==> src/hw/rtl/modbus_rtu_frame_end_detector_defines.svh <==
// Assertion macros used by the frame end detector top level
`ifndef MODBUS_RTU_FRAME_END_DETECTOR_DEFINES_SVH
`define MODBUS_RTU_FRAME_END_DETECTOR_DEFINES_SVH

`ifndef SYNTHESIS

// Plain property, checked on every clock edge outside reset
`define MRFED_ASSERT(lbl, clk, rstn, prop) \
  lbl: assert property (@(posedge clk) disable iff (!rstn) prop) \
    else $error("mrfed: property failed");

// Antecedent in this cycle, consequent in the next one
`define MRFED_ASSERT_NEXT(lbl, clk, rstn, ante, cons) \
  lbl: assert property (@(posedge clk) disable iff (!rstn) (ante) |=> (cons)) \
    else $error("mrfed: next-cycle property failed");

`else

`define MRFED_ASSERT(lbl, clk, rstn, prop)
`define MRFED_ASSERT_NEXT(lbl, clk, rstn, ante, cons)

`endif

`endif

==> src/hw/rtl/mrfed_pkg.sv <==
// Types and constants shared by the frame end detector modules
`default_nettype none

package mrfed_pkg;

  // Frame size limit and count width
  localparam int unsigned MAX_FRAME = 256;
  localparam int unsigned CNT_W     = 9;

  // Configuration port
  localparam int unsigned CFG_IDX_W = 1;
  localparam int unsigned CFG_DAT_W = 8;
  localparam logic [7:0]  OWN_ADDR_RESET = 8'd1;

  typedef enum logic [CFG_IDX_W-1:0] {
    REG_SLAVE_MODE  = 1'b0,
    REG_OWN_ADDRESS = 1'b1
  } reg_e;

  // Input commands; code 3 carries no meaning
  typedef enum logic [1:0] {
    CMD_BYTE  = 2'd0,
    CMD_IDLE  = 2'd1,
    CMD_CLEAR = 2'd2
  } cmd_e;

  typedef struct packed {
    cmd_e       cmd;
    logic [7:0] data;
  } item_t;

  typedef struct packed {
    logic             frame_complete;
    logic [CNT_W-1:0] frame_length;
    logic [7:0]       function_code;
    logic             address_match;
    logic             overflowed;
  } res_t;

endpackage

`default_nettype wire

==> src/hw/rtl/modbus_rtu_frame_end_detector.sv <==
// Modbus RTU frame end detector: top level with configuration registers
//
// Input channel (in_valid_i / in_stall_o) carries a command and a data byte:
// a received byte, a receive-idle event, or a clear. Only an idle event
// yields a result on the output channel (out_valid_o / out_stall_i), which
// reports whether the bytes gathered so far form a complete frame, the byte
// count, the function code, the address match and the overflow flag.
// One item is taken per cycle while the input is not stalled. An item is
// registered in the input register and is judged on its way into the result
// register, which offers the result to the receiver. While a result is held
// by a stalled receiver, bytes and clears still pass; only a following idle
// event waits in the input register, and then the input stalls.
// Configuration (cfg_we_i, cfg_index_i, cfg_wdata_i): index 0 selects slave
// mode, index 1 the own address; write only while the block is idle.
// Reset puts master mode, address 1, an empty frame and both stages empty;
// no clearing sweep is needed.
`default_nettype none
`include "modbus_rtu_frame_end_detector_defines.svh"

module modbus_rtu_frame_end_detector #(
  parameter int unsigned MaxFrame = mrfed_pkg::MAX_FRAME
) (
  input  wire logic                                clk_i,
  input  wire logic                                rst_ni,
  input  wire logic                                cfg_we_i,
  input  wire logic [mrfed_pkg::CFG_IDX_W-1:0]     cfg_index_i,
  input  wire logic [mrfed_pkg::CFG_DAT_W-1:0]     cfg_wdata_i,
  input  wire logic                                in_valid_i,
  output logic                                     in_stall_o,
  input  wire logic [1:0]                          command_i,
  input  wire logic [7:0]                          data_byte_i,
  output logic                                     out_valid_o,
  input  wire logic                                out_stall_i,
  output logic                                     frame_complete_o,
  output logic [8:0]                               frame_length_o,
  output logic [7:0]                               function_code_o,
  output logic                                     address_match_o,
  output logic                                     overflowed_o
);

  logic             slave_mode_q;
  logic [7:0]       own_address_q;
  logic             out_space;
  logic             item_fire;
  mrfed_pkg::item_t item;
  logic             res_valid;
  mrfed_pkg::res_t  res;

  // Configuration registers
  always_ff @(posedge clk_i or negedge rst_ni) begin
    if (!rst_ni) begin
      slave_mode_q  <= 1'b0;
      own_address_q <= mrfed_pkg::OWN_ADDR_RESET;
    end else if (cfg_we_i) begin
      unique case (mrfed_pkg::reg_e'(cfg_index_i))
        mrfed_pkg::REG_SLAVE_MODE:  slave_mode_q  <= cfg_wdata_i[0];
        mrfed_pkg::REG_OWN_ADDRESS: own_address_q <= cfg_wdata_i[7:0];
        default: ;
      endcase
    end
  end

  mrfed_in_stage u_in_stage (
    .clk_i       (clk_i),
    .rst_ni      (rst_ni),
    .in_valid_i  (in_valid_i),
    .command_i   (command_i),
    .data_byte_i (data_byte_i),
    .in_stall_o  (in_stall_o),
    .out_space_i (out_space),
    .item_fire_o (item_fire),
    .item_o      (item)
  );

  mrfed_judge #(
    .MaxFrame (MaxFrame)
  ) u_judge (
    .clk_i         (clk_i),
    .rst_ni        (rst_ni),
    .item_fire_i   (item_fire),
    .item_i        (item),
    .slave_mode_i  (slave_mode_q),
    .own_address_i (own_address_q),
    .res_valid_o   (res_valid),
    .res_o         (res)
  );

  mrfed_out_stage u_out_stage (
    .clk_i            (clk_i),
    .rst_ni           (rst_ni),
    .res_valid_i      (res_valid),
    .res_i            (res),
    .space_o          (out_space),
    .out_stall_i      (out_stall_i),
    .out_valid_o      (out_valid_o),
    .frame_complete_o (frame_complete_o),
    .frame_length_o   (frame_length_o),
    .function_code_o  (function_code_o),
    .address_match_o  (address_match_o),
    .overflowed_o     (overflowed_o)
  );

  // A new result only ever follows an idle event leaving the input register
  `MRFED_ASSERT(a_result_from_idle, clk_i, rst_ni, $rose(out_valid_o) |-> $past(item_fire && (item.cmd == mrfed_pkg::CMD_IDLE)))
  // An idle event that leaves the input register always lands a result
  `MRFED_ASSERT_NEXT(a_idle_gives_result, clk_i, rst_ni, item_fire && (item.cmd == mrfed_pkg::CMD_IDLE), out_valid_o)
  // In slave mode a complete frame must carry our address
  `MRFED_ASSERT(a_slave_addr, clk_i, rst_ni, (out_valid_o && frame_complete_o && slave_mode_q) |-> address_match_o)
  // Reported length never exceeds the frame limit
  `MRFED_ASSERT(a_len_bound, clk_i, rst_ni, out_valid_o |-> (frame_length_o <= 9'(MaxFrame)))

endmodule

`default_nettype wire

==> src/hw/rtl/mrfed_in_stage.sv <==
// Input register stage: holds one item until the judge can take it
`default_nettype none

module mrfed_in_stage (
  input  wire logic          clk_i,
  input  wire logic          rst_ni,
  input  wire logic          in_valid_i,
  input  wire logic [1:0]    command_i,
  input  wire logic [7:0]    data_byte_i,
  output logic               in_stall_o,
  input  wire logic          out_space_i,
  output logic               item_fire_o,
  output mrfed_pkg::item_t   item_o
);

  logic             valid_q, valid_d;
  mrfed_pkg::item_t item_q;
  logic             take;

  // Only an idle event produces a result, so only it waits for output space
  assign item_fire_o = valid_q && ((item_q.cmd != mrfed_pkg::CMD_IDLE) || out_space_i);
  assign in_stall_o  = valid_q && !item_fire_o;
  assign take        = in_valid_i && !in_stall_o;
  assign item_o      = item_q;

  always_comb begin
    valid_d = valid_q;
    if (take) begin
      valid_d = 1'b1;
    end else if (item_fire_o) begin
      valid_d = 1'b0;
    end
  end

  always_ff @(posedge clk_i or negedge rst_ni) begin
    if (!rst_ni) begin
      valid_q <= 1'b0;
    end else begin
      valid_q <= valid_d;
    end
  end

  // Payload, no reset needed
  always_ff @(posedge clk_i) begin
    if (take) begin
      item_q.cmd  <= mrfed_pkg::cmd_e'(command_i);
      item_q.data <= data_byte_i;
    end
  end

endmodule

`default_nettype wire

==> src/hw/rtl/mrfed_judge.sv <==
// Frame state, byte capture and completion judgement, one item per cycle
`default_nettype none

module mrfed_judge #(
  parameter int unsigned MaxFrame = mrfed_pkg::MAX_FRAME
) (
  input  wire logic             clk_i,
  input  wire logic             rst_ni,
  input  wire logic             item_fire_i,
  input  wire mrfed_pkg::item_t item_i,
  input  wire logic             slave_mode_i,
  input  wire logic [7:0]       own_address_i,
  output logic                  res_valid_o,
  output mrfed_pkg::res_t       res_o
);

  localparam int unsigned CntW = mrfed_pkg::CNT_W;
  localparam logic [CntW-1:0] MaxCnt = CntW'(MaxFrame);

  // Byte positions captured from the frame
  localparam logic [CntW-1:0] PosAddr    = CntW'(0);
  localparam logic [CntW-1:0] PosFunc    = CntW'(1);
  localparam logic [CntW-1:0] PosRespCnt = CntW'(2);
  localparam logic [CntW-1:0] PosReqCnt  = CntW'(6);

  // Function codes
  localparam logic [7:0] FcReadCoils      = 8'd1;
  localparam logic [7:0] FcReadInputRegs  = 8'd4;
  localparam logic [7:0] FcWriteCoil      = 8'd5;
  localparam logic [7:0] FcWriteReg       = 8'd6;
  localparam logic [7:0] FcWriteCoils     = 8'd15;
  localparam logic [7:0] FcWriteRegs      = 8'd16;
  localparam int unsigned FcExceptionBit  = 7;

  // Length thresholds
  localparam logic [CntW-1:0] LenMin      = CntW'(4);
  localparam logic [CntW-1:0] LenExcept   = CntW'(5);
  localparam logic [CntW-1:0] LenFixed    = CntW'(8);
  localparam logic [CntW:0]   RespOverhd  = (CntW+1)'(5);
  localparam logic [CntW:0]   ReqOverhd   = (CntW+1)'(9);

  logic [CntW-1:0] cnt_q, cnt_d;
  logic [7:0]      first_q, first_d;
  logic [7:0]      func_q, func_d;
  logic [7:0]      rbc_q, rbc_d;
  logic [7:0]      qbc_q, qbc_d;
  logic            ovf_q, ovf_d;

  logic match, resp_done, req_done, done;

  assign match = (first_q == own_address_i);

  // Response length check (master)
  always_comb begin
    resp_done = 1'b0;
    if (cnt_q >= LenMin) begin
      case (func_q) inside
        [FcReadCoils:FcReadInputRegs]:
          resp_done = ({1'b0, cnt_q} >= (RespOverhd + (CntW+1)'(rbc_q)));
        FcWriteCoil, FcWriteReg, FcWriteCoils, FcWriteRegs:
          resp_done = (cnt_q >= LenFixed);
        default:
          resp_done = func_q[FcExceptionBit] && (cnt_q >= LenExcept);
      endcase
    end
  end

  // Request length check (slave), exact lengths
  always_comb begin
    req_done = 1'b0;
    if (cnt_q >= LenMin) begin
      case (func_q) inside
        [FcReadCoils:FcWriteReg]:
          req_done = (cnt_q == LenFixed);
        FcWriteCoils, FcWriteRegs:
          req_done = ({1'b0, cnt_q} == (ReqOverhd + (CntW+1)'(qbc_q)));
        default:
          req_done = 1'b0;
      endcase
    end
  end

  assign done = slave_mode_i ? (req_done && match) : resp_done;

  // Result fields straight from the current state
  assign res_o.frame_complete = done;
  assign res_o.frame_length   = cnt_q;
  assign res_o.function_code  = func_q;
  assign res_o.address_match  = match;
  assign res_o.overflowed     = ovf_q;

  // Next state per command
  always_comb begin
    cnt_d       = cnt_q;
    first_d     = first_q;
    func_d      = func_q;
    rbc_d       = rbc_q;
    qbc_d       = qbc_q;
    ovf_d       = ovf_q;
    res_valid_o = 1'b0;
    if (item_fire_i) begin
      unique case (item_i.cmd)
        mrfed_pkg::CMD_BYTE: begin
          if (cnt_q >= MaxCnt) begin
            ovf_d = 1'b1;
          end else begin
            case (cnt_q)
              PosAddr:    first_d = item_i.data;
              PosFunc:    func_d  = item_i.data;
              PosRespCnt: rbc_d   = item_i.data;
              PosReqCnt:  qbc_d   = item_i.data;
              default:    ;
            endcase
            cnt_d = cnt_q + CntW'(1);
          end
        end
        mrfed_pkg::CMD_IDLE: begin
          res_valid_o = 1'b1;
          if (done || slave_mode_i) begin
            cnt_d   = '0;
            first_d = '0;
            func_d  = '0;
            rbc_d   = '0;
            qbc_d   = '0;
            ovf_d   = 1'b0;
          end
        end
        mrfed_pkg::CMD_CLEAR: begin
          cnt_d   = '0;
          first_d = '0;
          func_d  = '0;
          rbc_d   = '0;
          qbc_d   = '0;
          ovf_d   = 1'b0;
        end
        default: ;
      endcase
    end
  end

  always_ff @(posedge clk_i or negedge rst_ni) begin
    if (!rst_ni) begin
      cnt_q   <= '0;
      first_q <= '0;
      func_q  <= '0;
      rbc_q   <= '0;
      qbc_q   <= '0;
      ovf_q   <= 1'b0;
    end else begin
      cnt_q   <= cnt_d;
      first_q <= first_d;
      func_q  <= func_d;
      rbc_q   <= rbc_d;
      qbc_q   <= qbc_d;
      ovf_q   <= ovf_d;
    end
  end

endmodule

`default_nettype wire

==> src/hw/rtl/mrfed_out_stage.sv <==
// Result register: holds one result until the receiver takes it
`default_nettype none

module mrfed_out_stage (
  input  wire logic            clk_i,
  input  wire logic            rst_ni,
  input  wire logic            res_valid_i,
  input  wire mrfed_pkg::res_t res_i,
  output logic                 space_o,
  input  wire logic            out_stall_i,
  output logic                 out_valid_o,
  output logic                 frame_complete_o,
  output logic [8:0]           frame_length_o,
  output logic [7:0]           function_code_o,
  output logic                 address_match_o,
  output logic                 overflowed_o
);

  logic            valid_q, valid_d;
  mrfed_pkg::res_t res_q;

  // Room when empty or when the held result leaves this cycle
  assign space_o = !valid_q || !out_stall_i;

  always_comb begin
    valid_d = valid_q;
    if (res_valid_i) begin
      valid_d = 1'b1;
    end else if (!out_stall_i) begin
      valid_d = 1'b0;
    end
  end

  always_ff @(posedge clk_i or negedge rst_ni) begin
    if (!rst_ni) begin
      valid_q <= 1'b0;
    end else begin
      valid_q <= valid_d;
    end
  end

  always_ff @(posedge clk_i) begin
    if (res_valid_i) begin
      res_q <= res_i;
    end
  end

  assign out_valid_o      = valid_q;
  assign frame_complete_o = res_q.frame_complete;
  assign frame_length_o   = res_q.frame_length;
  assign function_code_o  = res_q.function_code;
  assign address_match_o  = res_q.address_match;
  assign overflowed_o     = res_q.overflowed;

endmodule

`default_nettype wire

==> config.mk <==
export PLATFORM = sky130hd
export DESIGN_NAME = modbus_rtu_frame_end_detector
export DESIGN_NICKNAME = d
export VERILOG_FILES = /design/src/hw/rtl/mrfed_pkg.sv /design/src/hw/rtl/modbus_rtu_frame_end_detector.sv /design/src/hw/rtl/mrfed_in_stage.sv /design/src/hw/rtl/mrfed_judge.sv /design/src/hw/rtl/mrfed_out_stage.sv
export VERILOG_INCLUDE_DIRS = /design/src /design/src/hw/rtl
export SDC_FILE = /design/constraint.sdc
export NUM_CORES = 1
export LEC_CHECK = 0
export ABC_AREA = 1
export BUFFER_PORTS_ARGS = -buffer_cell sky130_fd_sc_hd__buf_2
export CORE_MARGIN = 2
export CORE_UTILIZATION = 45
export DETAILED_ROUTE_END_ITERATION = 16
export PLACE_DENSITY = 0.61
export SYNTH_ARGS = -nofsm -noshare
export SYNTH_HDL_FRONTEND = slang
export SYNTH_SLANG_ARGS = --single-unit
==> constraint.sdc <==
create_clock -name clk_i -period 6.26 [get_ports clk_i]
set_input_delay 0.626 -clock clk_i [delete_from_list [all_inputs] [get_ports clk_i]]
set_output_delay 0.626 -clock clk_i [all_outputs]
set_load 0.02 [all_outputs]
==> Word level (Yosys, flattened, before mapping) <==
Cells that the tools add are included.
{ "classes": {"n_addsub": 3, "n_mul": 0, "div_mod_pow": 0, "n_lt_le_gt_ge": 8, "eq_ne": 21, "n_shift": 0, "n_mux": 32, "bitwise_logic": 1, "reduce_logical": 28} }
{ "op_table": {"columns": ["operator", "n"], "rows": [
  ["case mux 8 bit (3 select lines)", 4],
  ["two-way mux 8 bit", 9],
  ["case mux 9 bit (3 select lines)", 1],
  ["AND reduction 5 bit", 4],
  [">= comparator 9 x 3 -> 1 bit (second input constant)", 2],
  ["two-way mux 9 bit", 2],
  ["equality test 8 x 3 -> 1 bit (second input constant)", 2],
  ["less-or-equal comparator 8 x 3 -> 1 bit (second input constant)", 2],
  ["two-way mux 1 bit", 15],
  ["equality test 9 x 10 -> 1 bit", 1],
  [">= comparator 9 x 10 -> 1 bit", 1],
  ["!= test 2 x 1 -> 1 bit (second input constant)", 5],
  ["adder 3 x 8 -> 9 bit (first input constant)", 1],
  ["adder 4 x 8 -> 9 bit (first input constant)", 1],
  ["adder 9 x 1 -> 9 bit (second input constant)", 1],
  ["equality test 9 x 1 -> 1 bit (second input constant)", 1],
  ["equality test 9 x 2 -> 1 bit (second input constant)", 1],
  ["equality test 9 x 3 -> 1 bit (second input constant)", 1],
  ["equality test 9 x 4 -> 1 bit (second input constant)", 1],
  [">= comparator 9 x 4 -> 1 bit (second input constant)", 1],
  [">= comparator 9 bit (second input constant)", 1],
  ["logical NOT 9 bit", 1],
  ["equality test 8 x 4 -> 1 bit (second input constant)", 1],
  ["equality test 8 x 5 -> 1 bit (second input constant)", 1],
  ["17 further kinds", 33]
]} }
{ "word_totals": {"ff_bits": 83, "latchBits": 0, "mem_bits_rw": 0, "romBits": 0, "inputBits": 24, "out_inout_bits": 22, "wordCells": 110, "mem_count": 0} }

==> Longest topological paths before layout <==
{ "logic_depth": {"ltp_word": 10, "ltp_mapped": 16, "mapped_depth_nobuf": 15} }

==> Hierarchy <==
From an unflattened synthesis, not the netlist that was laid out.
{ "hier_totals": {"hier_cells": 526, "hier_area_um2": 4518.1} }
{ "modules_own_cells": {"columns": ["module", "n_inst", "cells_per_inst", "area_each_um2", "seq_area_each_um2"], "rows": [
  ["mrfed_judge", 1, 441, 3140.5, 1051.0],
  ["mrfed_out_stage", 1, 24, 641.9, 625.6],
  ["mrfed_in_stage", 1, 20, 369.1, 325.3],
  ["modbus_rtu_frame_end_detector", 1, 41, 366.6, 226.5]
]} }

==> Least setup slack after synthesis <==
OpenSTA, ideal clock, no wires.
{ "synth_path": {"path_kind": "reg-to-reg", "start": "register u_judge.rbc_q[0]", "end": "register u_judge.qbc_q[7]", "setup_ns": 0.117, "t_arrival_ns": 2.208, "required_ns": 6.143, "setup_slack_ns": 3.935, "path_stages_with_launch": 17, "path_buffers": 1, "period_less_slack_ns": 2.325, "cell_sequence": "dfrtp_1 > ha_1 > o21ai_0 > nor2_1 > nand2_1 > xor2_1 > ha_1 > a21oi_1 > o21bai_1 > nor2_1 > a21oi_2 > nand2_2 > nand3_4 > buf_12 > nand3_2 > nand2_1 > nand2_1"} }
{ "synth_via": {"elab_chain_cells": 8} }
{ "synth_lines": {"columns": ["element", "line_no", "text"], "rows": [
  ["start: declaration", "mrfed_judge.sv:45", "logic [7:0] rbc_q, rbc_d;"],
  ["start signal: assignment", "mrfed_judge.sv:153", "rbc_q <= rbc_d;"],
  ["adder 3 x 8 -> 9 bit", "mrfed_judge.sv:59", "resp_done = ({1'b0, cnt_q} >= (RespOverhd + (CntW+1)'(rbc_q)));"],
  [">= comparator 9 x 10 -> 1 bit", "mrfed_judge.sv:59", null],
  ["two-way mux 1 bit", "mrfed_judge.sv:57", "case (func_q) inside"],
  ["two-way mux 1 bit", "mrfed_judge.sv:56", "if (cnt_q >= LenMin) begin"],
  ["two-way mux 1 bit", "mrfed_judge.sv:83", "assign done = slave_mode_i ? (req_done && match) : resp_done;"],
  ["logical OR 1 bit", "mrfed_judge.sv:119", "if (done || slave_mode_i) begin"],
  ["!= test 2 x 1 -> 1 bit (no source line)", null, null],
  ["AND reduction 5 bit (no source line)", null, null],
  ["end signal: assignment", "mrfed_judge.sv:154", "qbc_q <= qbc_d;"],
  ["end: declaration", "mrfed_judge.sv:46", "logic [7:0] qbc_q, qbc_d;"]
]} }
Every way passes these cells.
A chain may end at the register's enable or synchronous reset.

==> Worst setup path after layout <==
{ "layout_path": {"start": "register u_judge.rbc_q[0]", "end": "register u_judge.rbc_q[0]"} }
{ "layout_via": {"elab_chain_cells": 8} }
{ "layout_lines": {"columns": ["element", "line_no"], "rows": [
  ["adder 3 x 8 -> 9 bit", "mrfed_judge.sv:59"],
  [">= comparator 9 x 10 -> 1 bit", "mrfed_judge.sv:59"],
  ["two-way mux 1 bit", "mrfed_judge.sv:57"],
  ["two-way mux 1 bit", "mrfed_judge.sv:56"],
  ["two-way mux 1 bit", "mrfed_judge.sv:83"],
  ["logical OR 1 bit", "mrfed_judge.sv:119"],
  ["!= test 2 x 1 -> 1 bit (no source line)", null],
  ["AND reduction 5 bit (no source line)", null]
]} }
Every way passes these cells.

==> out/qor.txt <==
largest net degree at the start of global routing -> 54
cell type contributing the most total cell area after synthesis -> sky130_fd_sc_hd__dfrtp_1
number of vias after detailed routing -> 3484
netlist area before placement -> 0.00460 mm2
setup_tns -> 0 ns
cell leakage power -> 2.46 nW
total cell area at the placement stage -> 0.00489 mm2
Setup crit end kind -> flip-flop
endpoint arrival time on the critical path -> 3.17 ns
Reg2Reg Depth -> 15
number of iterations in the first detailed-routing pass -> 4
insertion delay to the later sink of the worst-skew pair -> 0.37 ns
max-slew violation count -> 0
critical path startpoint category -> flip-flop
CTS HTree Levels -> 3
Core Region -> 0.00986 mm2
fraction of final layout cells with drive strength greater than 1 -> 17.7%
RSZ-0062 raised after global routing -> no
switching part of the total -> 35.2%
most instantiated flip-flop cell in the synthesis netlist -> sky130_fd_sc_hd__dfrtp_1
parity-gate share of the synthesized area counting xor and xnor cells -> 4.18%
cts repair resizes -> 0
Worst Hold Class -> input pin to async pin
share of flip-flops with an asynchronous set or reset -> 63.9%
sequential fraction of design power -> 50.8%
final instance area -> 0.00507 mm2
number of endpoints with negative hold slack in the final report -> 0
dpl hpwl -> 7220 um
vias in the first global route -> 3167
per-cell via count in the routed design -> 5.03
mux share of post-synthesis cell area -> 1.71%
TritonCTS Buffers -> 9
gr usage total -> 18.8%
Slew Limit Headroom -> 42.4%
clock transition time at the flip-flop clock pins of the worst setup and hold paths -> 0.10 ns
Clk Tree Root Cell -> sky130_fd_sc_hd__clkbuf_8
cells after synthesis -> 511
die outline width -> 105 um
count of nets left with antenna violations after detail routing -> 0
Power Density -> 276 mW/mm2
antenna violations before repair -> 0
register bit total from synthesis -> 83
part of the power in combinational logic -> 22.9%
transition at the pin with the smallest max-transition slack -> 0.863 ns
FP Rows -> 36
count of max-cap constraint violations -> 0
internal power contribution -> 0.906 mW
ANT cells -> 0
GR Overflow Total -> 0
fraction of the mapped netlist area in compound gates -> 4.46%
Largest register FFs -> 10
fraction of the cycle the final worst path needs -> 46.4%
worst r2r src -> u_judge.rbc_q[0]
leading post-synthesis cells by cell area -> sky130_fd_sc_hd__dfrtp_1, sky130_fd_sc_hd__edfxtp_1, sky130_fd_sc_hd__nand2_1
Post-Syn Nets -> 554
EDFF count, synth -> 30
final setup skew -> 0.0149 ns
data required time at the worst endpoint -> 6.52 ns
CP Capture Point -> u_judge.rbc_q[0]
Max FO, Critical Path -> 39
worst vdd ir -> 131 uV
area of the die -> 0.0111 mm2
TritonCTS Sinks -> 83
yosys synthesis warning count -> 0
# DRC -> 0
effective utilization at floorplan -> 46.7%
final wirelength -> 9780 um
Max Root-Sink Buffers -> 2
number of placed instances, taps included -> 677
Total Power Consumption -> 1.40 mW
net switching power figure -> 0.493 mW
number of DRC markers in iteration 0 -> 176
post-CTS setup-driven buffer insertion count -> 0
count of distinct cell types in the synthesized netlist -> 41
fraction of the mapped netlist area in adder cells -> 5.16%
post-synthesis sequential area ratio -> 48.4%
Ports -> 46
count of non-filler cells in the finished layout -> 693
post-layout minimum cycle time -> 2.90 ns
result of the run -> finished clean
layout overhead on the synthesized area -> 10.1%
part of the power in the clock network -> 26.2%
quantity of hold-fixing buffers added after cts -> 0
Crit Path Class -> flip-flop to flip-flop
Yosys top cell area share -> 28.3%
Crit. Startpoint -> u_judge.rbc_q[0]
Fmax -> 344 MHz
reg-to-reg slack, setup -> 3.36 ns
routed wirelength normalized by instance count -> 14.1 um
CTS tree -> built
gp weighted congestion -> 0.845
worst flop-to-flop path endpoint -> u_judge.rbc_q[0]
number of endpoints failing setup at the final stage -> 0
count of buffers inserted at the top-level ports -> 45
post-synthesis share of cell area spent on and, or, nand and nor gates -> 29.5%
dominant combinational cell family by area after synthesis -> simple AND/OR/NAND/NOR gates
wire length of the first global-routing pass -> 16000 um
synthesized area per cell -> 9.01 um2
post-layout net count -> 598
die height -> 105 um
synth_stat cells, types with 2 or more instances:
| cell | number |
|---|---|
| sky130_fd_sc_hd__nand2_1 | 157 |
| sky130_fd_sc_hd__dfrtp_1 | 52 |
| sky130_fd_sc_hd__inv_1 | 45 |
| sky130_fd_sc_hd__nand4_1 | 39 |
| sky130_fd_sc_hd__nor2_1 | 39 |
| sky130_fd_sc_hd__edfxtp_1 | 30 |
| sky130_fd_sc_hd__nand3_1 | 20 |
| sky130_fd_sc_hd__ha_1 | 19 |
| sky130_fd_sc_hd__xor2_1 | 13 |
| sky130_fd_sc_hd__o21ai_1 | 9 |
| sky130_fd_sc_hd__xnor2_1 | 9 |
| sky130_fd_sc_hd__a21oi_1 | 7 |
| sky130_fd_sc_hd__mux2_2 | 7 |
| sky130_fd_sc_hd__nor3_1 | 7 |
| sky130_fd_sc_hd__o21ai_0 | 7 |
| sky130_fd_sc_hd__clkbuf_1 | 5 |
| sky130_fd_sc_hd__inv_2 | 4 |
| sky130_fd_sc_hd__nand2_2 | 4 |
| sky130_fd_sc_hd__nand3_4 | 4 |
| sky130_fd_sc_hd__nor2_2 | 3 |
| sky130_fd_sc_hd__a21o_1 | 2 |
| sky130_fd_sc_hd__buf_12 | 2 |
| sky130_fd_sc_hd__buf_2 | 2 |
| sky130_fd_sc_hd__buf_8 | 2 |
| sky130_fd_sc_hd__nand2_4 | 2 |
| sky130_fd_sc_hd__nand3_2 | 2 |
| sky130_fd_sc_hd__nand3b_1 | 2 |
| sky130_fd_sc_hd__nor2_4 | 2 |
| sky130_fd_sc_hd__o21ai_2 | 2 |
| sky130_fd_sc_hd__or2_2 | 2 |
routing by layer:
metal / track usage (%) / wire [um]
met5: 0 / 0
met4: 7.62 / 174
met3: 2.68 / 381
met2: 29.1 / 4430
met1: 26.7 / 4790
layout by cell type, fill, tap and decap left out, drive strengths merged, types with 2 or more instances in the layout:
master	instances
o21ai	18
inv	52
a21oi	8
xnor2	9
a21o	2
nand3b	2
nor2	45
xor2	13
clkbuf	9
nor3	7
nand3	26
nand4	40
ha	19
buf	46
dfrtp	52
or2	2
clkinvlp	3
nand2	163
mux2	7
edfxtp	30
cell families (layout without fill, tap and decap cells):
family / after synthesis / after routing
AND/OR/NAND/NOR: 286 / 286
XOR/XNOR: 22 / 22
multiplexers: 7 / 7
adder cells (fa/ha/maj): 19 / 19
buffers and inverters: 62 / 111
flip-flops: 83 / 83
AO/OA/AOI/OAI: 32 / 32
metrics by stage:
stage	hold slack (ns)	utilization (%)	setup WS, ns
after floorplan	0.330	-	3.93
after global placement	0.432	49.5	3.47
after detailed placement	0.441	49.5	3.37
after CTS	0.401	51.4	3.35
after global routing	0.427	51.4	3.00
final	0.371	51.4	3.36
cell type report:
type | count | area [um2]
fill | 930 | 4790
clock buffer | 9 | 124
inverter | 49 | 184
timing repair buffer | 46 | 233
clock inverter | 7 | 60.1
sequential | 83 | 2230
multi-input combinational | 366 | 2070
tap | 133 | 166
worst min path at each step:
stage	startpoint	end	slack (ns)	cells past startpoint
detailed placement	u_judge.ovf_q	u_out_stage.overflowed_o	0.44	0
finish	rst_ni	u_judge.cnt_q[2]	0.37	2
floorplan	rst_ni	own_address_q[1]	0.33	0
global placement	u_judge.ovf_q	u_out_stage.overflowed_o	0.43	0
global route	data_byte_i[1]	u_in_stage.item_o[1]	0.43	1
CTS	rst_ni	u_judge.cnt_q[4]	0.40	2
power groups by stage:
stage	sequential, mW	clock, mW	combinational [mW]
6_report	0.711	0.367	0.321
2_1_floorplan	0.703	0	0.253
3_3_place_gp	0.720	0	0.317
4_1_cts	0.711	0.376	0.325
3_5_place_dp	0.722	0	0.323
5_1_grt	0.722	0.402	0.375
critical path, cell delays in order (launching register included):
cell                      delay (ns)
sky130_fd_sc_hd__dfrtp_1        0.42
sky130_fd_sc_hd__ha_1           0.23
sky130_fd_sc_hd__o21ai_0        0.27
sky130_fd_sc_hd__xor2_1         0.12
sky130_fd_sc_hd__ha_1           0.28
sky130_fd_sc_hd__nand2_1        0.05
sky130_fd_sc_hd__a21oi_1        0.12
sky130_fd_sc_hd__nor2_1         0.05
sky130_fd_sc_hd__nand2_1        0.06
sky130_fd_sc_hd__nand2_1        0.06
sky130_fd_sc_hd__a21oi_2        0.16
sky130_fd_sc_hd__nand2_2        0.09
sky130_fd_sc_hd__nand3_4        0.32
sky130_fd_sc_hd__nand3_1        0.33
sky130_fd_sc_hd__nand2_1        0.16
sky130_fd_sc_hd__nand2_1        0.07
(Power assumes the default switching activity.)
